$ cat src/hw/rtl/fractional_max_pool_3d_top_macros.svh
// Assertion macros used by the fractional max pooling top level.
// Every macro samples on clk and is disabled while arst_n is low.
`ifndef FRACTIONAL_MAX_POOL_3D_TOP_MACROS_SVH
`define FRACTIONAL_MAX_POOL_3D_TOP_MACROS_SVH

// Same-cycle implication.
`define FRP_ASSERT_IMP(lbl, ante, cons) \
	lbl: assert property (@(posedge clk) disable iff (!arst_n) (ante) |-> (cons)) \
		else $error("implication check failed");

// Next-cycle implication.
`define FRP_ASSERT_NXT(lbl, ante, cons) \
	lbl: assert property (@(posedge clk) disable iff (!arst_n) (ante) |=> (cons)) \
		else $error("next-cycle check failed");

`endif

$ cat src/hw/rtl/frp_pkg.sv
// Package for the fractional max pooling block: widths, codes, state type,
// divider request and response types and float helpers. No dependencies.
`default_nettype none
package frp_pkg;
	localparam int AXIS_W      = 5;
	localparam int VAL_W       = 32;
	localparam int FRAC_W      = 16;
	localparam int IDX_W       = 12;
	localparam int STORE_DEPTH = 4096;
	localparam int MAX_AXIS    = 16;
	localparam int KM_W        = 3;
	localparam int DIV_W       = FRAC_W + AXIS_W;
	localparam int MUL_W       = DIV_W;
	localparam int PROD_W      = 2 * MUL_W;
	localparam int HI_W        = PROD_W - 2 * FRAC_W;
	localparam int TOT_W       = 3 * AXIS_W;
	localparam int N12_W       = 2 * AXIS_W;
	localparam int CFG_IDX_W   = 3;
	localparam int CFG_DATA_W  = 9;
	localparam int DCNT_W      = $clog2(DIV_W + 1);

	typedef logic [1:0] func_t;
	localparam func_t FUNC_FRAC   = 2'd0;
	localparam func_t FUNC_LOAD   = 2'd1;
	localparam func_t FUNC_READ   = 2'd2;
	localparam func_t FUNC_UNUSED = 2'd3;

	typedef logic [CFG_IDX_W-1:0] cfg_idx_t;
	localparam cfg_idx_t CFG_IN_T   = 3'd0;
	localparam cfg_idx_t CFG_IN_H   = 3'd1;
	localparam cfg_idx_t CFG_IN_W   = 3'd2;
	localparam cfg_idx_t CFG_OUT_T  = 3'd3;
	localparam cfg_idx_t CFG_OUT_H  = 3'd4;
	localparam cfg_idx_t CFG_OUT_W  = 3'd5;
	localparam cfg_idx_t CFG_WIN    = 3'd6;
	localparam cfg_idx_t CFG_FLOAT  = 3'd7;

	localparam logic [VAL_W-1:0] INT_LOWEST   = 32'h8000_0000;
	localparam logic [VAL_W-1:0] FLOAT_LOWEST = 32'hFF7F_FFFF;

	typedef enum logic [4:0] {
		S_IDLE, S_N12, S_TOT_A, S_TOT_B, S_WGO, S_WWT, S_HGO, S_HWT,
		S_AX_CHK, S_AGO, S_AWT, S_AX_MA, S_AX_MB, S_BASE_A, S_BASE_B,
		S_SCAN, S_DRAIN, S_EMIT
	} state_t;

	typedef struct packed {
		logic              start;
		logic [DIV_W-1:0]  dividend;
		logic [AXIS_W-1:0] divisor;
	} div_req_t;

	typedef struct packed {
		logic              busy;
		logic              done;
		logic [DIV_W-1:0]  quot;
		logic [AXIS_W-1:0] rem;
	} div_rsp_t;

	function automatic logic f_is_nan(input logic [VAL_W-1:0] b);
		return (b[30:23] == 8'hFF) && (b[22:0] != 23'd0);
	endfunction

	// Maps float bits to an unsigned key whose order is the numeric order;
	// both zeros map to the same key.
	function automatic logic [VAL_W-1:0] f_key(input logic [VAL_W-1:0] b);
		logic [VAL_W-1:0] k;
		if (b[30:0] == 31'd0) k = 32'h8000_0000;
		else if (b[31]) k = ~b;
		else k = b | 32'h8000_0000;
		return k;
	endfunction
endpackage
`default_nettype wire

$ cat src/hw/rtl/frp_div.sv
// Bit-serial restoring divider, one quotient bit per cycle.
// Depends on frp_pkg.
`default_nettype none
module frp_div import frp_pkg::*; (
	input  wire logic     clk,
	input  wire logic     arst_n,
	input  wire div_req_t req,
	output      div_rsp_t rsp
);
	logic [DCNT_W-1:0] cnt_q;
	logic              busy_q, done_q;
	logic [DIV_W-1:0]  num_q;
	logic [AXIS_W-1:0] rem_q, dvs_q;
	logic [AXIS_W:0]   trial;
	logic              fits;

	assign trial = {rem_q, num_q[DIV_W-1]};
	assign fits  = trial >= {1'b0, dvs_q};

	always_ff @(posedge clk or negedge arst_n) begin
		if (!arst_n) begin
			busy_q <= 1'b0;
			done_q <= 1'b0;
			cnt_q  <= '0;
		end else begin
			done_q <= 1'b0;
			if (req.start) begin
				busy_q <= 1'b1;
				cnt_q  <= '0;
			end else if (busy_q) begin
				cnt_q <= cnt_q + 1'b1;
				if (cnt_q == DCNT_W'(DIV_W - 1)) begin
					busy_q <= 1'b0;
					done_q <= 1'b1;
				end
			end
		end
	end

	always_ff @(posedge clk) begin
		if (req.start) begin
			num_q <= req.dividend;
			dvs_q <= req.divisor;
			rem_q <= '0;
		end else if (busy_q) begin
			num_q <= {num_q[DIV_W-2:0], fits};
			rem_q <= fits ? AXIS_W'(trial - {1'b0, dvs_q}) : trial[AXIS_W-1:0];
		end
	end

	assign rsp.busy = busy_q;
	assign rsp.done = done_q;
	assign rsp.quot = num_q;
	assign rsp.rem  = rem_q;
endmodule
`default_nettype wire

$ cat config.mk
export PLATFORM = sky130hd
export DESIGN_NAME = frp_div
export DESIGN_NICKNAME = d
export VERILOG_FILES = /design/src/hw/rtl/fractional_max_pool_3d_top_macros.svh /design/src/hw/rtl/frp_pkg.sv /design/src/hw/rtl/frp_div.sv
export SDC_FILE = /design/constraint.sdc
export NUM_CORES = 1
export LEC_CHECK = 0
export BUFFER_PORTS_ARGS = -buffer_cell sky130_fd_sc_hd__buf_2
export CORE_MARGIN = 2
export CORE_UTILIZATION = 40
export CTS_BUF_LIST = sky130_fd_sc_hd__clkbuf_4 sky130_fd_sc_hd__clkbuf_8 sky130_fd_sc_hd__clkbuf_16
export DETAILED_ROUTE_END_ITERATION = 8
export GPL_TIMING_DRIVEN = 1
export PLACE_DENSITY_LB_ADDON = 0.12
export REMOVE_ABC_BUFFERS = 1
export SETUP_SLACK_MARGIN = 0.4
export SLEW_MARGIN = 10
export SYNTH_ARGS = -nofsm -noshare
export SYNTH_HDL_FRONTEND = slang
export SYNTH_SLANG_ARGS = --single-unit
$ cat constraint.sdc
create_clock -name clk -period 2.8 [get_ports clk]
set_input_delay 0.28 -clock clk [delete_from_list [all_inputs] [get_ports clk]]
set_output_delay 0.28 -clock clk [all_outputs]
set_load 0.03 [all_outputs]
==> run summary <==
outcome -> complete, no violations
Initial Utilization -> 0.416
Yosys reg bits -> 38
number of nets still failing antenna checks after routing -> 0
Reg2Reg Setup Slack -> 0.60 ns
depth of the worst hold-timing path -> 1
WL final -> 3340 µm
hold path start -> req[1]
Tot Pwr -> 1770 µW
later-pin clock latency in the skew report -> 0.28 ns
Max-Cap Viols -> 0
clock net sink count -> 38
CP endpoint kind -> flop
Total GRT Usage -> 0.146
first-pass detailed-route iteration total -> 4
fin crit share -> 0.786
critical path class -> flop to flop
Setup Total Neg Slack -> 0 ns
highest clock rate -> 455 MHz
vias in the first global route -> 1,361
area grow syn2layout -> 24.2%
number of fill cells in the layout -> 382
Slowest-stage cell, CP -> fa_1
placer congestion estimate -> 0.774
WP data arrival -> 2.23 ns
Hold EP -> dvs_q[1]
Post-Place Cell Area -> 0.00214 mm²
Buf/Inv on CP -> 2
unrepaired setup endpoints after global routing -> false
r2r worst-path depth -> 8
first-pass GRT wire length -> 5870 µm
Worst EP required -> 2.83 ns
share of post-route cells with drive strength above 1 -> 0.467
DIE WIDTH -> 71.5 µm
Synthesis Warnings -> 0
worst vdd ir -> 307 µV
largest net degree at the start of global routing -> 25
Worst Hold Class -> input port to flop
CP top delay family -> adder cells
post-synthesis sequential area ratio -> 0.579
Rel. slew slack -> 0.619
Syn Inst Count -> 136
port buffer count -> 56
CP Launch Type -> flop
H-tree depth -> 2
fin area -> 0.00227 mm²
vias post-DR -> 1,237
chip height -> 71.5 µm
GRT overflow -> 0
hpwl dp -> 2460 µm
worst path cell trace -> inv_1, ha_1, inv_1, fa_1, a21o_1, o211ai_1, nand2_2, mux2_2
Slew @ Worst Pin -> 0.571 ns
async set-or-reset flop fraction in the synthesized netlist -> 0.184
CP peak stage delay -> 0.41 ns
Final min period -> 2.20 ns
# IOs -> 57
Detailed Route Iter0 Violations -> 42
Area contributors post-synth -> edfxtp_1, mux2_2, dfrtp_1, dfxtp_1, ha_1
final setup vio count -> 0
Core Area -> 0.00438 mm²
Mean Syn Cell Area -> 13.4 µm²
Clock Skew -> 0.00633 ns
initial antenna violation count -> 0
CTS root buffer -> clkbuf_8
P per Cell Area -> 781 mW/mm²
dominant cell type by area after synthesis -> edfxtp_1
worst r2r src -> num_q[20]
Via density -> 5.01
Leak -> 0.00103 µW
Synth top area share -> 0.428
worst-path fanout max -> 4
cts bufs inserted -> 5
n_diodes -> 0
RR Endpoint -> num_q[0]
DIE AREA -> 0.00512 mm²
Synth cell types -> 40
CTS clk-pin slew, worst paths -> 0.07 ns
CTS tree -> done
Fin. Hold Viols -> 0
crit-path most repeated cell -> inv_1
Placement Rows -> 24
hold_ws -> 0.172 ns
DRC -> 0
WL/cell -> 13.5 µm
max-slew violation count -> 0
number of nets in the layout -> 231
EDFF count, synth -> 26
Clock Tree Buf Depth -> 2
synthesized area -> 0.00182 mm²
Synth Flop Type -> edfxtp_1
==> per-layer routing <==
metal / GRT usage / vias up / part of all wire
met5: 0 / - / 0
met2: 0.234 / 45 / 0.47
met1: 0.175 / 579 / 0.43
li1: - / 609 / -
met3: 0.0647 / 4 / 0.087
met4: 0.0566 / 0 / 0.0075
==> layout make-up <==
type                    instances  area (µm²)  share of cell area
clock buffers                   6        76.3              0.0337
inverters                      10        37.5              0.0166
well taps                      52        65.1              0.0287
flip-flops and latches         38        1060               0.466
multi-input cells              81         696               0.307
repair buffers                 58         298               0.131
clock inverters                 2        37.5              0.0166
==> cells in the mapped netlist (2+ instances only) <==
cell	n
edfxtp_1	26
nand2_1	7
nor2_1	9
dfxtp_1	5
a21o_1	2
clkbuf_1	2
nand4_1	2
buf_4	2
a21oi_1	2
a311oi_1	2
inv_1	10
buf_2	3
ha_1	7
mux2_2	21
dfrtp_1	7
xor2_1	5
==> what timing repair did <==
action                                  CTS  global route
hold buffers                              1             0
resized for setup                         0             1
endpoints found under the hold margin     7             0
endpoints found under the setup margin    0             1
buffers inserted                          0             0
==> flip-flops by register name, summed over array words and instances (netlist names) <==
signal	cells
dvs_q	5
busy_q	1
num_q	21
done_q	1
cnt_q	5
rem_q	5
==> cell usage in the layout, fill, tap and decap left out, drive strengths merged, types with 2 or more instances in the layout <==
cell	n
inv	10
dfrtp	7
a21oi	2
ha	7
mux2	22
a311oi	2
nand2	7
clkbuf	6
xor2	5
nand4	2
dfxtp	5
buf	57
a21o	2
nor2	9
edfxtp	26
==> through the flow <==
| step | util | worst slack [ns] | instances |
|---|---|---|---|
| finish | 0.517 | 0.600 | 247 |
| global route | 0.517 | 0.424 | 247 |
| CTS | 0.516 | 0.583 | 247 |
| detailed placement | 0.488 | 0.609 | 238 |
| global placement | 0.488 | 0.648 | 238 |
| floorplan | - | 0.564 | 129 |
==> kinds of logic after synthesis <==
group	Yosys count	synth area share
AO/OA/AOI/OAI	14	0.0638
XOR/XNOR	6	0.0288
adder cells (fa/ha/maj)	8	0.0590
buffers and inverters	17	0.0412
flip-flops	38	0.579
multiplexers	23	0.143
AND/OR/NAND/NOR	30	0.0851
==> report_power, final <==
group          total [µW]  internal [µW]  switching [µW]
logic                 566            224             342
registers             745            690            55.2
clock network         458            275             183
==> how the worst max path moves through the flow <==
stage,startpoint,to,slack [ns],cells past startpoint
5_1_grt,num_q[20],num_q[0],0.42,8
2_1_floorplan,num_q[20],num_q[0],0.56,8
4_1_cts,num_q[20],num_q[0],0.58,8
3_5_place_dp,num_q[20],num_q[0],0.61,8
3_3_place_gp,num_q[20],num_q[0],0.65,8
6_report,num_q[20],num_q[0],0.60,8
Power figures use the tool's default switching activity.
